**src/swg_pkg.sv**
```systemverilog
package swg_pkg;

   localparam int SAMPLE_W = 24;
   localparam int COEF_W = 16;
   localparam int LOOP_W = 12;
   localparam int OFFSET_W = 12;
   localparam int CSR_ADDR_W = 3;
   localparam int CSR_DATA_W = 16;

   localparam logic [CSR_ADDR_W-1:0] CSR_LOOP_LENGTH = 3'd0;
   localparam logic [CSR_ADDR_W-1:0] CSR_LEFT_REFL = 3'd1;
   localparam logic [CSR_ADDR_W-1:0] CSR_RIGHT_REFL = 3'd2;
   localparam logic [CSR_ADDR_W-1:0] CSR_DAMPING = 3'd3;
   localparam logic [CSR_ADDR_W-1:0] CSR_DISPERSION = 3'd4;

   localparam logic signed [SAMPLE_W-1:0] SAMPLE_MAX = 24'sh7FFFFF;
   localparam logic signed [SAMPLE_W-1:0] SAMPLE_MIN = -24'sh800000;

   // Controller states that sequence the shared datapath.
   typedef enum logic [3:0] {
      ST_IDLE,
      ST_READ,
      ST_INTERP,
      ST_AP_FWD,
      ST_AP_BACK,
      ST_DAMP_A,
      ST_DAMP_B,
      ST_REFLECT_R,
      ST_REFLECT_L,
      ST_WRITE,
      ST_OUT
   } state_type;

   // Operation selects for the datapath.
   typedef enum logic [3:0] {
      OP_NONE,
      OP_READ,
      OP_INTERP,
      OP_AP_FWD,
      OP_AP_BACK,
      OP_DAMP_A,
      OP_DAMP_B,
      OP_REFLECT_R,
      OP_REFLECT_L,
      OP_WRITE
   } op_type;

   typedef struct packed {
      op_type op;
      logic   load;
   } cmd_type;

   // Clamp a wide signed value to the 24 bit sample range.
   function automatic logic signed [SAMPLE_W-1:0] sat24(input logic signed [63:0] v);
      if (v > 64'(SAMPLE_MAX)) begin
         return SAMPLE_MAX;
      end else if (v < 64'(SAMPLE_MIN)) begin
         return SAMPLE_MIN;
      end
      return v[SAMPLE_W-1:0];
   endfunction

endpackage

```
**src/swg_ctrl.sv**
```systemverilog
module swg_ctrl
   import swg_pkg::*;
#(
   parameter int ALLPASS_STAGES = 4
) (
   input  logic     clock,
   input  logic     reset,
   input  logic     req_valid,
   output logic     req_ready,
   output logic     rsp_load,
   input  logic     rsp_busy,
   output cmd_type  cmd,
   output logic [$clog2(ALLPASS_STAGES+1)-1:0] stage
);

   localparam int STG_W = $clog2(ALLPASS_STAGES + 1);

   state_type state_ff, state_in;
   logic [STG_W-1:0] stage_ff, stage_in;

   assign stage = stage_ff;

   // Next state and stage counter.
   always_comb begin
      state_in = state_ff;
      stage_in = stage_ff;
      unique case (state_ff)
         ST_IDLE: begin
            if (req_valid) begin
               state_in = ST_READ;
            end
         end
         ST_READ: state_in = ST_INTERP;
         ST_INTERP: begin
            stage_in = '0;
            state_in = (ALLPASS_STAGES == 0) ? ST_DAMP_A : ST_AP_FWD;
         end
         ST_AP_FWD: state_in = ST_AP_BACK;
         ST_AP_BACK: begin
            if (32'(stage_ff) == ALLPASS_STAGES - 1) begin
               state_in = ST_DAMP_A;
            end else begin
               stage_in = stage_ff + 1'b1;
               state_in = ST_AP_FWD;
            end
         end
         ST_DAMP_A: state_in = ST_DAMP_B;
         ST_DAMP_B: state_in = ST_REFLECT_R;
         ST_REFLECT_R: state_in = ST_REFLECT_L;
         ST_REFLECT_L: state_in = ST_WRITE;
         ST_WRITE: state_in = ST_OUT;
         ST_OUT: begin
            if (!rsp_busy) begin
               state_in = ST_IDLE;
            end
         end
         default: state_in = ST_IDLE;
      endcase
   end

   // Outputs per state.
   always_comb begin
      req_ready = 1'b0;
      rsp_load = 1'b0;
      cmd.op = OP_NONE;
      cmd.load = 1'b0;
      unique case (state_ff)
         ST_IDLE: begin
            req_ready = 1'b1;
            cmd.load = req_valid;
         end
         ST_READ: cmd.op = OP_READ;
         ST_INTERP: cmd.op = OP_INTERP;
         ST_AP_FWD: cmd.op = OP_AP_FWD;
         ST_AP_BACK: cmd.op = OP_AP_BACK;
         ST_DAMP_A: cmd.op = OP_DAMP_A;
         ST_DAMP_B: cmd.op = OP_DAMP_B;
         ST_REFLECT_R: cmd.op = OP_REFLECT_R;
         ST_REFLECT_L: cmd.op = OP_REFLECT_L;
         ST_WRITE: cmd.op = OP_WRITE;
         ST_OUT: rsp_load = !rsp_busy;
         default: cmd.op = OP_NONE;
      endcase
   end

   always_ff @(posedge clock) begin
      if (reset) begin
         state_ff <= ST_IDLE;
         stage_ff <= '0;
      end else begin
         state_ff <= state_in;
         stage_ff <= stage_in;
      end
   end

endmodule

```
**config.mk**
```make
export PLATFORM = sky130hd
export DESIGN_NAME = swg_ctrl
export DESIGN_NICKNAME = d
export VERILOG_FILES = /design/src/swg_pkg.sv /design/src/swg_ctrl.sv
export SDC_FILE = /design/constraint.sdc
export NUM_CORES = 1
export LEC_CHECK = 0
export BUFFER_PORTS_ARGS = -buffer_cell sky130_fd_sc_hd__buf_4
export CORE_AREA = 2 2 39 41
export DETAILED_ROUTE_END_ITERATION = 12
export DIE_AREA = 0 0 41 43
export HOLD_SLACK_MARGIN = 0.12
export PLACE_DENSITY_LB_ADDON = 0.2
export SLEW_MARGIN = 20
export SYNTH_ARGS = -nofsm -noshare
export SYNTH_HDL_FRONTEND = slang
export SYNTH_SLANG_ARGS = --single-unit
```
**constraint.sdc**
```tcl
create_clock -name clock -period 1.8 [get_ports clock]
set_input_delay 0.09 -clock clock [delete_from_list [all_inputs] [get_ports clock]]
set_output_delay 0.09 -clock clock [all_outputs]
set_load 0.02 [all_outputs]
```
Yosys cells after proc, flatten, opt, wreduce, memory -nomap -nowiden:

Cells that the tools add are included.

* flip-flop bits (word level): 7
* input port bits: 4
* output and inout port bits: 10
* logic and storage cells: 32

* add/subtract/negate cells: 1
* eq/ne operators: 14
* muxes and demuxes: 10
* reductions and logical operators: 5

Operator list (count)
* $pmux W4 S11: 1
* $pmux W4 S9: 1
* $eq A4 B3 Y1 const B: 4
* $eq A4 B4 Y1 const B: 3
* $eq A4 B2 Y1 const B: 2
* $mux W4: 2
* $mux W3: 2
* $ne A2 B2 Y1 const B: 3
* $pmux W3 S2: 1
* $eq A4 B1 Y1 const B: 1
* $logic_not A4 Y1: 1
* $reduce_and A2 Y1: 2
* $add A3 B1 Y3 const B: 1
* $eq A3 B2 Y1 const B: 1
* $mux W1: 3
* $reduce_bool A2 Y1: 1
* $logic_not A1 Y1: 1

Logic depth before layout (Yosys ltp):

Gate-level depths: netlist (run 1).

* word-level depth: 3
* gate-level depth with buffers: 5
* depth with buffers taken out: 5

Least setup slack after synthesis (run 1):

OpenSTA, ideal clock, no wires.

* path kind: flip-flop to flip-flop
* start point: register stage_ff[0], in the netlist stage[0]
* end point: register stage_ff[0], in the netlist stage[0]
* setup time: 131 ps
* arrival time: 1513 ps
* required time: 1669 ps
* setup slack: 156 ps
* cell stages (with the launch flop): 6
* buffers on the path: 0
* clock period less this slack: 1644 ps
* cells stage by stage: dfxtp_1 ha_1 ha_1 or3b_1 a211oi_2 o22ai_1

* longest elaborated chain between the ends: 3
* elaborated cells between the ends (all ways): 6
* those cells by class: add/sub (1); eq/ne (2); mux (2); reduce/logical (1)

RTL lines
* start: declaration: RTL line swg_ctrl.sv:19 `logic [STG_W-1:0] stage_ff, stage_in;`
* start signal: assignment: RTL line swg_ctrl.sv:92 `stage_ff <= stage_in;`
* $add A3 B1 Y3 or $eq A3 B2 Y1 (tied branches): RTL line swg_ctrl.sv:43, swg_ctrl.sv:40
* $mux W3 or $ne A2 B2 Y1 (tied branches)
* $pmux W3 S2 or $reduce_and A2 Y1 (tied branches)

Parallel ways exist; a longest one is shown, timed or not. The select of a mux whose other input is x is not followed.
A chain may end at the register's enable or synchronous reset.

Worst setup path after layout (run 1):

Same ends and word-level chain as after synthesis.

==> metrics, run 1 <==
status=complete, no violations; CTS Sinks=7; Clock Latency Late Sink=0.25 ns; Clock Tree Root=clkbuf_4; hold path depth=4; #FFs+latches synth=7; VDD IR max=0.000315 V; Unique masters post-synth=25; min cycle time layout=1.66 ns; gpl congestion=0.657; Synth area leader=dfxtp_1; Pwr Density=696 nW/um^2; Initial DRC Count=8; Critical Path RT=1.92 ns; CP arrival=1.78 ns; top cells by count, synth=7 x dfxtp_1, 4 x buf_2, 4 x nor2b_1; dpl hpwl=609 um; max_cap viols=0; Hold Vio Cnt, Final=0; Area contributors post-synth=dfxtp_1 33%, ha_1 6.0%, nor2b_1 6.0%, buf_2 4.8%, and2_1 4.5%; port bufs=13; number of synthesized flops with an enable pin=0; row cnt=14; Synth Warn #=0; Post-CTS Setup Bufs=0; Hold WC Path Type=primary input to flop; Reg-to-Reg Start=stage[0]; CP Class=flop to flop; die area=1760 sq um; TritonRoute pass-1 iters=2; # fillers=156; Die Y=43 um; Finish-stage setup viols=0; GRT overflow=0; Seq/Total Area, Yosys=33.4%; Final period util=92.1%; Vias/cell=4.81; headroom to the max-slew limit=75.4%; main flop type after synthesis=dfxtp_1; largest net degree at the start of global routing=12; vias in the first global route=335; Vias=390; CP Max Fanout=4; Hold Path Sink=state_ff[0]; I/O pin total=14; initial core utilization=30.3%; Fin Setup TNS=0 ns; Post-Syn Area=419 sq um; CTS Buf Count=3; syn nets=57; unrepaired setup endpoints after global routing=false; CP Launch Type=flop; per-cell routed wire length=10.2 um; fin cells=81; NumNets Final=72; r2r worst-path depth=5; async set or reset register ratio after synthesis=0%; P_leak=0.240 nW; Tightest Pin Transition=0.368 ns; CTS clk-pin slew, worst paths=0.05 ns; H-tree lvl count=1; fmax=603 MHz; post-place setup slack=0.147 ns; syn_area_per_cell=8.22 sq um; Routed Antenna Nets=0; Global Route Usage Sum=11.9%; area post-placement=517 sq um; Mapped Cells=51; Antenna Cells=0; post_cts resized=0; final setup margin=0.142 ns; share of layout cells above drive strength 1=27.7%; top cell type's share of synthesized area=33.4%; clock buffer depth=2; cell with the most instances after synthesis=dfxtp_1; Slew Limit Fails=0; drt drc=0; CP Capture Type=flop; R2R setup slack=0.14 ns; Chip Width=41 um; post-layout instance area=553 sq um; Core Footprint=1380 sq um; first-pass GRT wire length=1370 um; CTS tree=yes; initial antenna violation count=0; hold buffer count at cts=1; Area growth syn-to-layout=31.9%; final WL=830 um; hold_sp=req_valid; Setup Skew=0.00631 ns; Worst R2R End=stage[0]; Inst Count DP=76
## critical path, cell delays in order, from the launching register on
cell,delay (ns)
dfxtp_1,0.33
ha_1,0.20
ha_1,0.21
or3b_1,0.37
a211oi_2,0.30
o22ai_1,0.12
## worst max-delay path by stage
stage	start	end	slack (ns)	cells past startpoint
final	stage[0]	stage[0]	0.14	5
after global placement	stage[0]	stage[0]	0.19	5
after floorplan	stage[0]	stage[0]	0.16	5
after CTS	stage[0]	stage[0]	0.14	5
after global routing	stage[0]	stage[0]	0.05	5
after detailed placement	stage[0]	stage[0]	0.15	5
## routing by layer
metal | GRT usage, % | vias up | wire (um)
met4 | 12.0 | 0 | 37
li1 | - | 205 | -
met1 | 15.8 | 171 | 376
met5 | 0 | - | 0
met3 | 3.14 | 4 | 41
met2 | 14.4 | 10 | 375
## flip-flops by register name, summed over array words and instances, names as in the netlist
| register | count |
|---|---|
| state_ff | 4 |
| stage | 3 |
## power breakdown
part	total, mW	leakage, nW	switching, mW	internal (mW)
sequential	0.173	0.0569	0.0132	0.160
clock	0.142	0.0150	0.0572	0.0846
combinational	0.0699	0.168	0.0351	0.0347
## cells by family after synthesis
kind of cell	after synthesis	share of synthesized area [%]
AO/OA/AOI/OAI	8	12.5
XOR/XNOR	1	2.09
adder cells (fa/ha/maj)	2	5.97
buffers and inverters	6	6.57
flip-flops	7	33.4
AND/OR/NAND/NOR	27	39.4
## cell type report
class	instances	area, sq um	share of cell area, %
Sequential cell	7	140	25.3
Tap cell	16	20.0	3.62
Clock buffer	4	26.3	4.75
Timing Repair Buffer	14	108	19.5
Inverter	2	7.51	1.36
Multi-Input combinational cell	38	251	45.5
## through the flow
| step | power, mW | hold WS [ns] | util, % |
|---|---|---|---|
| after CTS | 0.387 | 0.208 | 40.0 |
| final | 0.385 | 0.211 | 40.0 |
| after global placement | 0.246 | 0.328 | 37.3 |
| after global routing | 0.404 | 0.257 | 40.0 |
| after floorplan | 0.219 | 0.159 | - |
| after detailed placement | 0.246 | 0.320 | 37.3 |
## cell usage in the layout (no fill, tap or decap)
cell type and instances:
a211oi_2 1, a21oi_1 1, and2_1 3, and3_1 1
buf_4 13, clkbuf_1 1, clkbuf_4 3, dfxtp_1 7
dlygate4sd3_1 1, ha_1 2, inv_1 2, nand2_1 3
nand2b_1 3, nand3_1 2, nor2_1 2, nor2b_1 4
nor3_1 3, nor3b_1 1, nor4_1 1, nor4_2 1
nor4bb_1 1, o21ai_0 3, o21ai_1 1, o22ai_1 1
o32ai_1 1, or3b_1 1, or4_1 1, xor2_1 1
Note: power is estimated with default switching activity, not from simulation.
==> run 2: changes to the inputs <==
--- a/config.mk
+++ b/config.mk
@@ -11,6 +11,7 @@
 export DIE_AREA = 0 0 41 43
 export HOLD_SLACK_MARGIN = 0.12
 export PLACE_DENSITY_LB_ADDON = 0.2
+export SETUP_SLACK_MARGIN = 0.2
 export SLEW_MARGIN = 20
 export SYNTH_ARGS = -nofsm -noshare
 export SYNTH_HDL_FRONTEND = slang
==> metrics, run 2 (synthesis gave the netlist of run 1 again) <==
Chip Width=41 um; gpl congestion=0.689; Tightest Pin Transition=0.370 ns; headroom to the max-slew limit=75.3%; status=complete, no violations; fmax=655 MHz; die area=1760 sq um; clock buffer depth=2; Routed Antenna Nets=0; Reg-to-Reg Start=stage[1]; max reg flops=4; Vias/cell=4.94; final WL=980 um; Global Route Usage Sum=13.4%; post-layout instance area=596 sq um; I/O pin total=14; CP Class=flop to flop; Finish-stage setup viols=0; hold path depth=4; CTS clk-pin slew, worst paths=0.06 ns; Clock Latency Late Sink=0.26 ns; CP arrival=1.66 ns; port bufs=13; hold_sp=req_valid; r2r worst-path depth=5; CP Launch Type=flop; CTS Sinks=7; dpl hpwl=613 um; Hold WC Path Type=primary input to flop; commonest non-fill, non-tap cell in the layout=buf_4; Core Footprint=1380 sq um; Fin Setup TNS=0 ns; P_leak=0.250 nW; drt drc=0; CP Capture Type=flop; TritonRoute pass-1 iters=4; Final period util=84.8%; first-pass GRT wire length=1550 um; CP most frequent cell=ha_4; R2R setup slack=0.27 ns; Hold Path Sink=state_ff[0]; commonest non-fill, non-tap cells in the layout=15 x buf_4, 5 x dfxtp_1, 4 x nor2b_1; VDD IR max=0.000319 V; GRT overflow=0; largest net degree at the start of global routing=12; Critical Path RT=1.93 ns; area post-placement=518 sq um; Largest stage delay, worst path=0.36 ns; Slew Limit Fails=0; per-cell routed wire length=11.8 um; Worst R2R End=stage[0]; CTS tree=yes; slowest CP cell=or3b_1; H-tree lvl count=1; share of layout cells above drive strength 1=35.8%; cell family with most CP delay=compound AO/OA/AOI/OAI gates; post-place setup slack=0.194 ns; NumNets Final=74; min cycle time layout=1.53 ns; Hold Vio Cnt, Final=0; Die Y=43 um; fin cells=83; unrepaired setup endpoints after global routing=false; Most flops, register=state_ff; Initial DRC Count=10; max_cap viols=0; Pwr Density=662 nW/um^2; row cnt=14; CP Cell Sequence=ha_4, ha_4, or3b_1, a211oi_2, o22ai_1; Area growth syn-to-layout=42.1%; CP Max Fanout=3; initial core utilization=30.3%; worst path buffer plus inverter count=0; vias in the first global route=347; Vias=410; Clock Tree Root=clkbuf_4; CTS Buf Count=3; Antenna Cells=0; Setup Skew=0.00406 ns; final setup margin=0.274 ns; initial antenna violation count=0; Inst Count DP=76
-- run 2: changes by cell type in the layout (fill, tap and decap cells not counted) --
| cell | delta |
|---|---|
| buf_4 | +2 |
| dfxtp_1 | -2 |
| dfxtp_2 | +2 |
| ha_1 | -2 |
| ha_4 | +2 |
-- run 2: worst max-delay path by stage --
stage,end,cells after the start,from
6_report,stage[0],5,stage[1]
5_1_grt,stage[0],5,stage[1]
4_1_cts,stage[2],5,stage[1]
3_5_place_dp,stage[0],5,stage[0]
3_3_place_gp,stage[0],5,stage[0]
2_1_floorplan,stage[0],5,stage[1]
-- run 2: layout make-up --
class	instances	area (sq um)
Sequential cell	7	143
Inverter	2	7.51
Fill cell	147	788
Multi-Input combinational cell	38	277
Clock buffer	4	26.3
Timing Repair Buffer	16	123
Tap cell	16	20.0
-- run 2: metrics by stage --
step	total power, mW	hold WS, ns	utilization (%)
floorplan	0.219	0.159	-
global placement	0.246	0.322	37.4
detailed placement	0.246	0.325	37.4
CTS	0.395	0.258	41.5
global route	0.416	0.298	43.0
finish	0.394	0.236	43.0
-- run 2: per-layer routing --
| metal | wire length [um] | GRT usage [%] | share of wire [%] | vias to the layer above |
|---|---|---|---|---|
| met1 | 421 | 17.9 | 43 | 189 |
| li1 | - | - | - | 213 |
| met5 | 0 | 0 | 0 | - |
| met2 | 512 | 16.9 | 52 | 6 |
| met3 | 34 | 6.28 | 3.5 | 2 |
| met4 | 12 | 8.00 | 1.2 | 0 |
-- run 2: what timing repair did --
item	in CTS	in global routing
endpoints found under the setup margin	1	3
setup buffers	2	0
hold buffers	1	0
endpoints found under the hold margin	5	0
gates resized for setup	2	3
pin swaps	5	5
-- run 2: worst min-delay path: cells and delay by family --
kind / cells / cell delay (ns)
AND/OR/NAND/NOR: 3 / 0.26
buffers and inverters: 1 / 0.08
-- run 2: where the power goes --
| group | total [mW] | internal [mW] | switching, mW |
|---|---|---|---|
| sequential | 0.174 | 0.160 | 0.0138 |
| combinational | 0.0711 | 0.0353 | 0.0358 |
| clock | 0.149 | 0.0850 | 0.0642 |
